[config.mk]
export PLATFORM = sky130hd
export DESIGN_NAME = uart_register_block_top
export DESIGN_NICKNAME = d
export VERILOG_FILES = /design/src/sv/urb_pkg.sv /design/src/sv/uart_register_block_top.sv
export SDC_FILE = /design/constraint.sdc
export NUM_CORES = 2
export LEC_CHECK = 0
export BUFFER_PORTS_ARGS = -buffer_cell sky130_fd_sc_hd__buf_2
export CAP_MARGIN = 20
export CORE_ASPECT_RATIO = 0.8
export CORE_MARGIN = 2
export CORE_UTILIZATION = 57
export DETAILED_ROUTE_END_ITERATION = 10
export PLACE_DENSITY_LB_ADDON = 0.25
export SYNTH_ARGS = -nofsm -noshare
export SYNTH_HDL_FRONTEND = slang
export SYNTH_SLANG_ARGS = --single-unit
[constraint.sdc]
create_clock -name clk -period 3.8 [get_ports clk]
set_input_delay 0 -clock clk [delete_from_list [all_inputs] [get_ports clk]]
set_output_delay 0 -clock clk [all_outputs]
set_load 0.02 [all_outputs]
[src/sv/urb_pkg.sv]
// Package for the UART register block: request kinds, interrupt sources, constants.
`default_nettype none
package urb_pkg;
  localparam int FifoDepth = 64;
  localparam int PtrW = $clog2(FifoDepth);
  localparam int CntW = PtrW + 1;
  localparam logic [CntW-1:0] FifoFull = CntW'(FifoDepth);
  localparam logic [CntW-1:0] TxLimit = CntW'(FifoDepth - 16);

  localparam logic [2:0] REQ_WRITE = 3'd0;
  localparam logic [2:0] REQ_READ  = 3'd1;
  localparam logic [2:0] REQ_RXB   = 3'd2;
  localparam logic [2:0] REQ_PULL  = 3'd3;
  localparam logic [2:0] REQ_MODEM = 3'd4;

  localparam logic [2:0] SRC_MS   = 3'd0;
  localparam logic [2:0] SRC_TX   = 3'd1;
  localparam logic [2:0] SRC_RX   = 3'd2;
  localparam logic [2:0] SRC_RXF  = 3'd3;
  localparam logic [2:0] SRC_LS   = 3'd4;
  localparam logic [2:0] SRC_NONE = 3'd5;

  localparam logic [2:0] OFF_DATA = 3'd0;
  localparam logic [2:0] OFF_IER  = 3'd1;
  localparam logic [2:0] OFF_IIR  = 3'd2;
  localparam logic [2:0] OFF_LCR  = 3'd3;
  localparam logic [2:0] OFF_MCR  = 3'd4;
  localparam logic [2:0] OFF_LSR  = 3'd5;
  localparam logic [2:0] OFF_MSR  = 3'd6;
  localparam logic [2:0] OFF_SCR  = 3'd7;
endpackage
`default_nettype wire

[src/sv/uart_register_block_top.sv]
// UART register block top level: register file, rings, interrupt ranking.
//   channel | dir | handshake        | payload
//   in      | in  | in_valid/in_stall | req_type reg_offset write_data line_byte modem_lines
//   out     | out | out_valid/out_stall | read_data irq_level tx_valid tx_byte mc_valid ...
// One item per cycle unless the output stalls; items pass an input and an output register.
// The ring read port is a registered memory read, launched as the item is accepted.
// Synchronous reset clears all control and register state; rings hold no reset.
// Input stall is raised while an item waits in the input register behind a full,
// stalled output register.
`default_nettype none
module uart_register_block_top
  import urb_pkg::*;
(
  input  wire logic        clk,
  input  wire logic        rst,
  input  wire logic        in_valid,
  output logic             in_stall,
  input  wire logic [2:0]  req_type,
  input  wire logic [2:0]  reg_offset,
  input  wire logic [7:0]  write_data,
  input  wire logic [7:0]  line_byte,
  input  wire logic [3:0]  modem_lines,
  output logic             out_valid,
  input  wire logic        out_stall,
  output logic [7:0]       read_data,
  output logic             irq_level,
  output logic             tx_valid,
  output logic [7:0]       tx_byte,
  output logic             mc_valid,
  output logic [3:0]       mc_lines,
  output logic [15:0]      divisor_value
);
  logic [7:0] rx_ring [FifoDepth];
  logic [7:0] tx_ring [FifoDepth];
  logic [PtrW-1:0] rx_head, tx_head, rx_head_next, tx_head_next;
  logic [CntW-1:0] rx_count, tx_count, rx_count_next, tx_count_next;
  logic [7:0] divisor_low, divisor_high, ier_shadow, line_control, scratch_value;
  logic [7:0] modem_status, modem_status_next;
  logic [7:0] divisor_low_next, divisor_high_next, ier_shadow_next;
  logic [7:0] line_control_next, scratch_value_next;
  logic [4:0] int_enable_mask, int_requested, mask_next, req_next;
  logic [2:0] int_active, active_next;
  logic [4:0] modem_control, modem_control_next;
  logic       irq_line, irq_next;

  // stage-1 registered item
  logic       s1_valid;
  logic [2:0] s1_type, s1_off;
  logic [7:0] s1_wd, s1_lb;
  logic [3:0] s1_ml;
  logic [7:0] rx_rd, tx_rd;

  logic s1_go;
  logic accept;
  assign s1_go    = s1_valid && !(out_valid && out_stall);
  assign in_stall = s1_valid && !s1_go;
  assign accept   = in_valid && !in_stall;

  // Capture the item
  always_ff @(posedge clk) begin
    if (rst) begin
      s1_valid <= 1'b0;
    end else if (accept || s1_go) begin
      s1_valid <= accept;
    end
    if (accept) begin
      s1_type <= req_type;
      s1_off  <= reg_offset;
      s1_wd   <= write_data;
      s1_lb   <= line_byte;
      s1_ml   <= modem_lines;
    end
  end

  // Ring read heads: read at the head the state will have when the item runs
  logic [PtrW-1:0] rx_rd_addr, tx_rd_addr;
  assign rx_rd_addr = s1_go ? rx_head_next : rx_head;
  assign tx_rd_addr = s1_go ? tx_head_next : tx_head;

  logic rx_we, tx_we;
  logic [PtrW-1:0] rx_wa, tx_wa;
  logic [7:0] rx_wd, tx_wd;

  always_ff @(posedge clk) begin
    if (accept) begin
      rx_rd <= rx_ring[rx_rd_addr];
      tx_rd <= tx_ring[tx_rd_addr];
    end
    if (rx_we) rx_ring[rx_wa] <= rx_wd;
    if (tx_we) tx_ring[tx_wa] <= tx_wd;
  end

  // Bypass a write that lands on the slot just read
  logic rx_byp, tx_byp;
  logic [7:0] rx_byp_d, tx_byp_d;
  always_ff @(posedge clk) begin
    if (rst) begin
      rx_byp <= 1'b0;
      tx_byp <= 1'b0;
    end else if (accept) begin
      rx_byp <= rx_we && rx_wa == rx_rd_addr;
      tx_byp <= tx_we && tx_wa == tx_rd_addr;
    end
    if (accept) begin
      rx_byp_d <= rx_wd;
      tx_byp_d <= tx_wd;
    end
  end
  logic [7:0] rx_front, tx_front;
  assign rx_front = rx_byp ? rx_byp_d : rx_rd;
  assign tx_front = tx_byp ? tx_byp_d : tx_rd;

  function automatic logic [PtrW-1:0] slot(input logic [PtrW-1:0] h,
                                           input logic [CntW-1:0] c);
    logic [CntW:0] w;
    w = {1'b0, h} + {1'b0, c};
    if (w >= (CntW+1)'(FifoDepth)) w = w - (CntW+1)'(FifoDepth);
    return w[PtrW-1:0];
  endfunction

  // Item work
  logic [7:0] rd;
  logic txv, mcv;
  logic [7:0] txb;
  logic [3:0] mcl;
  logic dlab;
  logic [3:0] diff;
  logic [4:0] pend;

  always_comb begin
    rx_head_next = rx_head; rx_count_next = rx_count;
    tx_head_next = tx_head; tx_count_next = tx_count;
    divisor_low_next = divisor_low; divisor_high_next = divisor_high;
    ier_shadow_next = ier_shadow; line_control_next = line_control;
    scratch_value_next = scratch_value; modem_status_next = modem_status;
    modem_control_next = modem_control;
    mask_next = int_enable_mask; req_next = int_requested;
    active_next = int_active; irq_next = irq_line;
    rx_we = 1'b0; tx_we = 1'b0;
    rx_wa = slot(rx_head, rx_count); tx_wa = slot(tx_head, tx_count);
    rx_wd = s1_wd; tx_wd = s1_wd;
    rd = 8'd0; txv = 1'b0; txb = 8'd0; mcv = 1'b0; mcl = 4'd0;
    dlab = line_control[7];
    diff = modem_status[7:4] ^ s1_ml;
    begin : rank_blk
      logic rank;
      rank = 1'b0;
      case (s1_type)
        REQ_WRITE: begin
          case (s1_off)
            OFF_DATA: begin
              if (dlab) begin
                divisor_low_next = s1_wd;
              end else if (modem_control[4]) begin
                if (rx_count < FifoFull) begin
                  rx_we = 1'b1; rx_count_next = rx_count + 1'b1;
                  if (int_active != SRC_RX) begin
                    req_next[SRC_RX] = 1'b1; rank = 1'b1;
                  end
                end
              end else if (tx_count < FifoFull) begin
                tx_we = 1'b1; tx_count_next = tx_count + 1'b1;
                if (tx_count_next < TxLimit) begin
                  req_next[SRC_TX] = 1'b1; rank = 1'b1;
                end
              end
            end
            OFF_IER: begin
              if (dlab) begin
                divisor_high_next = s1_wd;
              end else begin
                mask_next = 5'd0;
                mask_next[SRC_RXF] = 1'b1;
                mask_next[SRC_RX] = s1_wd[0];
                mask_next[SRC_TX] = s1_wd[1];
                mask_next[SRC_LS] = s1_wd[2];
                mask_next[SRC_MS] = s1_wd[3];
                ier_shadow_next = s1_wd; rank = 1'b1;
              end
            end
            OFF_IIR: begin
              if (s1_wd[1]) begin rx_count_next = '0; rx_head_next = '0; end
              if (s1_wd[2]) begin tx_count_next = '0; tx_head_next = '0; end
            end
            OFF_LCR: line_control_next = s1_wd;
            OFF_MCR: begin
              modem_control_next = s1_wd[4:0]; mcv = 1'b1; mcl = s1_wd[3:0];
            end
            OFF_SCR: scratch_value_next = s1_wd;
            default: ;
          endcase
        end
        REQ_READ: begin
          case (s1_off)
            OFF_DATA: begin
              if (dlab) begin
                rd = divisor_low;
              end else if (rx_count != '0) begin
                rd = rx_front;
                rx_head_next = slot(rx_head, CntW'(1));
                rx_count_next = rx_count - 1'b1;
                req_next[SRC_RX] = (rx_count_next != '0);
                rank = 1'b1;
              end
            end
            OFF_IER: rd = dlab ? divisor_high : ier_shadow;
            OFF_IIR: begin
              active_next = SRC_NONE;
              case (int_active)
                SRC_MS: rd = 8'h00;
                SRC_TX: begin rd = 8'h02; req_next[SRC_TX] = 1'b0; rank = 1'b1; end
                SRC_RX: rd = 8'h04;
                SRC_RXF: begin rd = 8'h0c; req_next[SRC_RXF] = 1'b0; rank = 1'b1; end
                SRC_LS: rd = 8'h06;
                default: rd = 8'h01;
              endcase
            end
            OFF_LCR: rd = line_control;
            OFF_MCR: rd = {3'd0, modem_control};
            OFF_LSR: begin
              req_next[SRC_LS] = 1'b0; rank = 1'b1;
              rd = 8'h40;
              if (tx_count < FifoFull) rd = rd | 8'h20;
              if (rx_count != '0) rd = rd | 8'h01;
            end
            OFF_MSR: begin
              req_next[SRC_MS] = 1'b0; rank = 1'b1;
              rd = modem_status;
              modem_status_next = modem_status & 8'hf0;
            end
            default: rd = scratch_value;
          endcase
        end
        REQ_RXB: begin
          rx_wd = s1_lb;
          if (rx_count < FifoFull) begin
            rx_we = 1'b1; rx_count_next = rx_count + 1'b1;
            if (int_active != SRC_RX) begin
              req_next[SRC_RX] = 1'b1; rank = 1'b1;
            end
          end
        end
        REQ_PULL: begin
          if (tx_count != '0) begin
            txb = tx_front; txv = 1'b1;
            tx_head_next = slot(tx_head, CntW'(1));
            tx_count_next = tx_count - 1'b1;
          end
        end
        REQ_MODEM: begin
          if (diff != 4'd0) begin
            modem_status_next = {s1_ml, diff};
            req_next[SRC_MS] = 1'b1; rank = 1'b1;
          end
        end
        default: ;
      endcase
      // Rank pending sources, lowest index first
      pend = req_next & mask_next;
      if (rank) begin
        irq_next = |pend;
        if (pend[0]) active_next = SRC_MS;
        else if (pend[1]) active_next = SRC_TX;
        else if (pend[2]) active_next = SRC_RX;
        else if (pend[3]) active_next = SRC_RXF;
        else if (pend[4]) active_next = SRC_LS;
        else active_next = SRC_NONE;
      end
    end
    if (!s1_go) begin
      rx_we = 1'b0; tx_we = 1'b0;
    end
  end

  // Commit state and load the result register
  always_ff @(posedge clk) begin
    if (rst) begin
      rx_head <= '0; rx_count <= '0; tx_head <= '0; tx_count <= '0;
      divisor_low <= 8'd1; divisor_high <= 8'd0; ier_shadow <= 8'd0;
      int_enable_mask <= 5'b01000; int_requested <= 5'd0;
      int_active <= SRC_NONE; irq_line <= 1'b0;
      line_control <= 8'd0; modem_control <= 5'd0;
      scratch_value <= 8'd0; modem_status <= 8'd0;
      out_valid <= 1'b0;
    end else begin
      if (s1_go) begin
        rx_head <= rx_head_next; rx_count <= rx_count_next;
        tx_head <= tx_head_next; tx_count <= tx_count_next;
        divisor_low <= divisor_low_next; divisor_high <= divisor_high_next;
        ier_shadow <= ier_shadow_next; int_enable_mask <= mask_next;
        int_requested <= req_next; int_active <= active_next;
        irq_line <= irq_next; line_control <= line_control_next;
        modem_control <= modem_control_next;
        scratch_value <= scratch_value_next; modem_status <= modem_status_next;
      end
      if (s1_go) out_valid <= 1'b1;
      else if (!out_stall) out_valid <= 1'b0;
    end
    if (s1_go) begin
      read_data <= rd; irq_level <= irq_next; tx_valid <= txv; tx_byte <= txb;
      mc_valid <= mcv; mc_lines <= mcl;
      divisor_value <= {divisor_high_next, divisor_low_next};
    end
  end

`ifndef SYNTHESIS
  a_rx_bound: assert property (@(posedge clk) disable iff (rst) rx_count <= FifoFull)
    else $error("rx count over depth");
  a_tx_bound: assert property (@(posedge clk) disable iff (rst) tx_count <= FifoFull)
    else $error("tx count over depth");
  a_irq_pend: assert property (@(posedge clk) disable iff (rst)
      irq_line == |(int_requested & int_enable_mask))
    else $error("irq line out of step with pending sources");
  a_tx_pull: assert property (@(posedge clk) disable iff (rst)
      s1_go && txv |-> tx_count != '0)
    else $error("pull from empty ring");
`endif
endmodule
`default_nettype wire

Word level (Yosys, flattened, before mapping)
Memory sizes are Yosys's and may differ from the RTL's. A register that Yosys moved wholly into a read port is not among the register bits.
Index checks and enable logic that the tools add are counted.
{ "word_totals": {"ff_bits": 178, "latch_bits": 0, "ramBits": 1024, "rom_bits": 0, "inputBits": 30, "output_inout_bits": 41, "word_cells": 246, "mem_count": 2} }
{ "op_classes": {"add_sub_neg": 12, "mul": 0, "div": 0, "order_cmp": 7, "n_eq_ne": 32, "shift": 0, "n_mux": 119, "n_bitwise": 4, "reduce_logical": 36} }
{ "memory_table": {"columns": ["memory", "words", "word_bits", "read_ports", "rd_ports_with_merged_regs", "wr", "line_no", "text"], "rows": [
  ["rx_ring", 64, 8, 1, 1, 1, "uart_register_block_top.sv:33", "logic [7:0] rx_ring [FifoDepth];"],
  ["tx_ring", 64, 8, 1, 1, 1, "uart_register_block_top.sv:34", "logic [7:0] tx_ring [FifoDepth];"]
]} }
{ "ops": {"columns": ["operator", "count"], "rows": [
  ["8-bit two-way mux", 13],
  ["6-bit two-way mux", 15],
  ["7-bit two-way mux", 12],
  ["8-bit one-hot mux with 7 select lines", 1],
  ["1-bit two-way mux", 49],
  ["7-bit one-hot mux with 2 select lines", 3],
  ["6-bit one-hot mux with 2 select lines", 2],
  ["6-bit by 1-bit subtractor with 6-bit output (second input constant)", 4],
  ["3-bit two-way mux", 7],
  ["7-bit one-hot mux with 3 select lines", 1],
  ["7-bit nonzero test", 3],
  ["4-bit one-hot mux with 5 select lines", 1],
  ["3-bit by 2-bit == test with 1-bit output (second input constant)", 6],
  ["3-bit == test (second input constant)", 6],
  ["3-bit != test (second input constant)", 6],
  ["6-bit by 7-bit adder with 8-bit output", 2],
  ["8-bit by 7-bit >= comparator with 1-bit output (second input constant)", 2],
  ["8-bit one-hot mux with 2 select lines", 1],
  ["5-bit two-way mux", 3],
  ["6-bit by 1-bit adder with 7-bit output (second input constant)", 2],
  ["7-bit by 1-bit adder with 7-bit output (second input constant)", 2],
  ["7-bit >= comparator (second input constant)", 2],
  ["7-bit < comparator (second input constant)", 2],
  ["7-bit by 1-bit subtractor with 7-bit output (second input constant)", 2],
  ["29 further kinds", 63]
]} }

Logic depth before layout (Yosys ltp)
{ "depth": {"word_depth": 15, "mapped_depth": 15, "depth_no_buf": 11} }

Worst setup path after synthesis
Ideal clock, no wire load.
{ "synth_path": {"path_type": "register to register", "from": "register s1_wd[1]", "to": "register rx_rd[1] (read register of rx_ring), data pin", "arrival_ns": 3.264, "path_slack_ns": 0.264, "stages_incl_launch_ff": 12, "n_path_buf": 3, "period_less_slack_ns": 3.536, "cell_sequence": "edfxtp_1 -> nor4bb_1 -> o211ai_1 -> a2bb2oi_2 -> and2_1 -> buf_6 -> buf_6 -> buf_6 -> mux2i_1 -> o2111ai_1 -> nand2_1 -> or4_1"} }
{ "synth_via": {"elab_chain_len": 4} }
{ "synth_lines": {"columns": ["item", "line_no", "text"], "rows": [
  ["start, declared", "uart_register_block_top.sv:49", "logic [7:0] s1_wd, s1_lb;"],
  ["start signal, assigned", "uart_register_block_top.sv:69", "s1_wd <= write_data;"],
  ["6-bit two-way mux", "uart_register_block_top.sv:182", "if (s1_wd[1]) begin rx_count_next = '0; rx_head_next = '0; end"],
  ["6-bit two-way mux", "uart_register_block_top.sv:150", "case (s1_off)"],
  ["6-bit one-hot mux with 2 select lines", "uart_register_block_top.sv:148", "case (s1_type)"],
  ["6-bit two-way mux", null, null],
  ["end, declared", "uart_register_block_top.sv:51", "logic [7:0] rx_rd, tx_rd;"]
]} }
Every way passes these cells.
A chain may end at the register's enable or synchronous reset.

Final worst setup path
{ "layout_path": {"from": "register s1_off[1]", "to": "register rx_rd[7] (read register of rx_ring), data pin"} }
{ "layout_via": {"elab_chain_len": 4, "word_cells_on_any_way": 6} }
{ "layout_lines": {"columns": ["item", "line_no", "text"], "rows": [
  ["start, declared", "uart_register_block_top.sv:48", "logic [2:0] s1_type, s1_off;"],
  ["start signal, assigned", "uart_register_block_top.sv:68", "s1_off <= reg_offset;"],
  ["3-bit by 2-bit == test with 1-bit output / 3-bit logical NOT (equally long branches)", "uart_register_block_top.sv:150, uart_register_block_top.sv:194", null],
  ["6-bit two-way mux, on equally long branches", "uart_register_block_top.sv:150, uart_register_block_top.sv:194", null],
  ["6-bit one-hot mux with 2 select lines *", "uart_register_block_top.sv:148", null],
  ["6-bit two-way mux *", null, null]
]} }
Every way passes the cells marked *; elsewhere a longest branch is shown, timed or not.

==> metrics.txt <==
status finished, violations left; failing checks negative setup slack; crit end category flop; Tot GR Track Use 0.2884; largest net degree at the start of global routing a little over 70; leakage just over 20 nW; highest metal used met5; Synth Flop Type edfxtp_1; worst vdd ir about 460 uV; Horiz. Die Dim 336.4 um; normalized max-slew margin 0.3226; Worst Path Buf+Inv 5; Final Wtd Congestion between 0.9 and 1; NumNets Final ~4,000; CP Cell Sequence buf_4, nor4_4, buf_4, o21ai_4, or3_4, and2_4, buf_12, clkbuf_16, buf_4, mux2i_1, mux2i_1, a32oi_1, nand4_1, or4_1; port bufs 70; fmax between 0.2 and 0.3 GHz; DRC 0; worst reg2reg endpoint rx_rd[7]$_DFFE_PP_; core area roughly 90,000 sq um; M1 WL 57,840 um; Power, Total about 27 mW; sequential cell area approximately 36,000 sq um; Top delay family on crit path simple AND/OR/NAND/NOR gates; antenna violations before repair 4; detailed router's first-iteration violation count roughly 4,500; post-synthesis register bit count 1,218; R2R setup slack -30 ps; HP Class input pin to flop; ys async rst share 0; Synth Area per Inst between 10 and 15 sq um; final setup violation count 3; syn_nets ~3,700; worst setup margin -30.00 ps; top cell type's share of synthesized area 0.6682; Via density about 6.3; fillcell total 5,999; Mapped Cells ~3,600; Final Cell Area approximately 60,000 sq um; setup TNS -61.46 ps; slowest CP cell or4_1; Critical Path Start s1_off[1]$_DFFE_PP_; Critical R2R Launch s1_off[1]$_DFFE_PP_; Power Density about 450 nW/um^2; post-layout min period 3830 ps; register area share after synthesis 0.7067; Largest regs rx_ring: 512 flops, tx_ring: 512 flops, divisor_value: 16 flops; ranking of synthesized cells by area edfxtp_1 67%, mux2i_1 6.0%, a211oi_1 4.0%; routed wl met3 15,010 um; DR vias ~33,000; Crit path depth 14; worst-skew pair later-pin latency 710 ps; cell depth of the worst flop-to-flop path 14; CP Class flop to flop; Yosys warning count 0; Critical Path RT between 4000 and 5000 ps; area of the multi-input gates 13,910 sq um; most common cell type on the critical path buf_4; die area a little over 90,000 sq um; synth unique cells 79; first-pass GRT wire length just under 200,000 um; Final Slew Violations 0; Clock transition at path regs about 60 ps; Cell Area, Synth 50,380 sq um; total clock sinks 1,218; Worst Path Arrival approximately 4300 ps; Worst Setup Start Kind flop; hold_ws about 34 ps; RSZ-0062 raised after global routing yes; gr ovfl total 0; starting density of the core 0.5757; placed inst area about 54,000 sq um; CTS tree built; measured slew at the worst slew-check pin slightly above 1000 ps; Setup WS pre-CTS -154.1 ps; root buffer cell clkbuf_16; Antenna Violating Nets Remaining 0; Pre-Repair DR Iteration Count 6; row cnt 97; fraction of layout instances using a drive strength above 1 0.1707; die height 269.9 um; drt wl/cell roughly 25 um; Max-Cap Viols 0; Final Hold Fails 0; Post-synth EDFFs about 1,100; Area Overhead vs Synth 16.86%; post-detail-place hpwl about 84,000 um; Ports 71; clk buf depth 3; CTS HTree Levels 3; maximum net fanout on the critical path 5; routed wl met2 between 50,000 and 60,000 um; post-synth top area cell edfxtp_1; part of the cycle the worst path needs 1.008; clock skew between 20 and 30 ps; Post-Route WL between 100,000 and 150,000 um; vias in the first global route a little over 30,000; CTS buffer count roughly 110; Critical Path Sink rx_rd[7]$_DFFE_PP_; CP max stage delay slightly above 500 ps
-- worst min-delay path by stage --
stage / from / end / slack [ps] / cells past startpoint
after global routing: write_data[0] / s1_wd[0]$_DFFE_PP_ / 20 / 2
after floorplan: line_byte[0] / s1_lb[0]$_DFFE_PP_ / 100 / 0
after global placement: write_data[7] / s1_wd[7]$_DFFE_PP_ / 180 / 1
final: write_data[0] / s1_wd[0]$_DFFE_PP_ / 30 / 2
after CTS: write_data[0] / s1_wd[0]$_DFFE_PP_ / 3 / 2
after detailed placement: write_data[7] / s1_wd[7]$_DFFE_PP_ / 180 / 1
-- placed cells by master (no fill, tap or decap), drive strengths merged, types with 8 or more instances in the layout --
cell type / netlist / routed
clkinv: 0 / 56
a21oi: 74 / 74
a2bb2oi: 13 / 13
buf: 103 / 432
bufinv: 0 / 8
or2: 9 / 9
nand4b: 8 / 8
nand4: 22 / 22
nand3: 153 / 153
o2111ai: 8 / 8
nor4: 40 / 40
clkbuf: 123 / 143
o21ai: 49 / 49
and2: 18 / 19
dlygate4sd3: 0 / 43
mux2i: 301 / 301
dfxtp: 97 / 97
a31oi: 21 / 21
nand2: 407 / 407
inv: 18 / 21
edfxtp: 1121 / 1121
or4: 9 / 9
and3: 133 / 133
nand2b: 12 / 12
nor2b: 9 / 9
nor3: 43 / 43
xor2: 8 / 8
ha: 18 / 18
o22ai: 33 / 33
or3: 13 / 13
nor2: 287 / 287
a211oi: 273 / 273
mux2: 35 / 35
o211ai: 8 / 8
a22oi: 11 / 11
a32oi: 36 / 36
xnor2: 25 / 25
-- report_power, final --
group          total, mW  switching, mW  internal (mW)
logic              0.702          0.516          0.185
registers           14.8         0.0537           14.7
clock network       11.1           4.96           6.14
total               26.6           5.53           21.1
-- final cells by class --
cell class	instances	area share
flip-flops and latches	1218	0.6048
clock inverters	69	0.01065
clock buffers	142	0.05077
well taps	1188	0.02525
diodes	4	0.0001700
repair buffers	477	0.07100
multi-input cells	2147	0.2362
inverters	18	0.001169
-- synth_stat cells, drive strengths merged, types with 4 or more instances --
cell and instances:
nand3 153, nor2b 9, o211a 6, nand4 22, a21oi 74, ha 18, edfxtp 1121, nor3 43
nand2 407, dfxtp 97, o21ai 49, a22oi 11, mux2i 301, or3 13, nand2b 12, o2111ai 8
o221ai 4, a31oi 21, xnor2 25, nor4 40, nor2 287, nor3b 4, buf 103, a2bb2oi 13
a211oi 273, or2 9, o21a 6, and2 18, mux2 35, a21o 4, o21bai 4, or4 9
and3 133, o211ai 8, a32oi 36, xor2 8, inv 18, clkbuf 123, o22ai 33, nand4b 8
-- layer usage --
layer / vias up / global-route usage
li1: 14630 / -
met1: 16520 / 0.4488
met2: 1730 / 0.4053
met3: 232 / 0.07007
met4: 2 / 0.07789
met5: - / 0
-- logic make-up after synthesis --
group           share of synthesized area
compound gates                    0.08201
mux                               0.06763
simple gates                       0.1096
flops                              0.7067
fa+ha+maj                        0.005265
buf+inv                           0.02302
xor+xnor                         0.005737
-- metrics by stage --
stage,instances,utilization
after floorplan,3608,-
after global placement,4976,0.6201
after detailed placement,4976,0.6201
after CTS,5231,0.6675
after global routing,5260,0.6727
final,5263,0.6728
-- what timing repair did --
item | in CTS | in global routing
gates resized for setup | 12 | 44
endpoints found under the setup margin | 5 | 23
setup buffers | 0 | 27
endpoints found under the hold margin | 89 | 0
hold buffers | 43 | 0
pin swaps | 0 | 19
cloned | 1 | 2
Note: power is estimated with default switching activity, not from simulation.
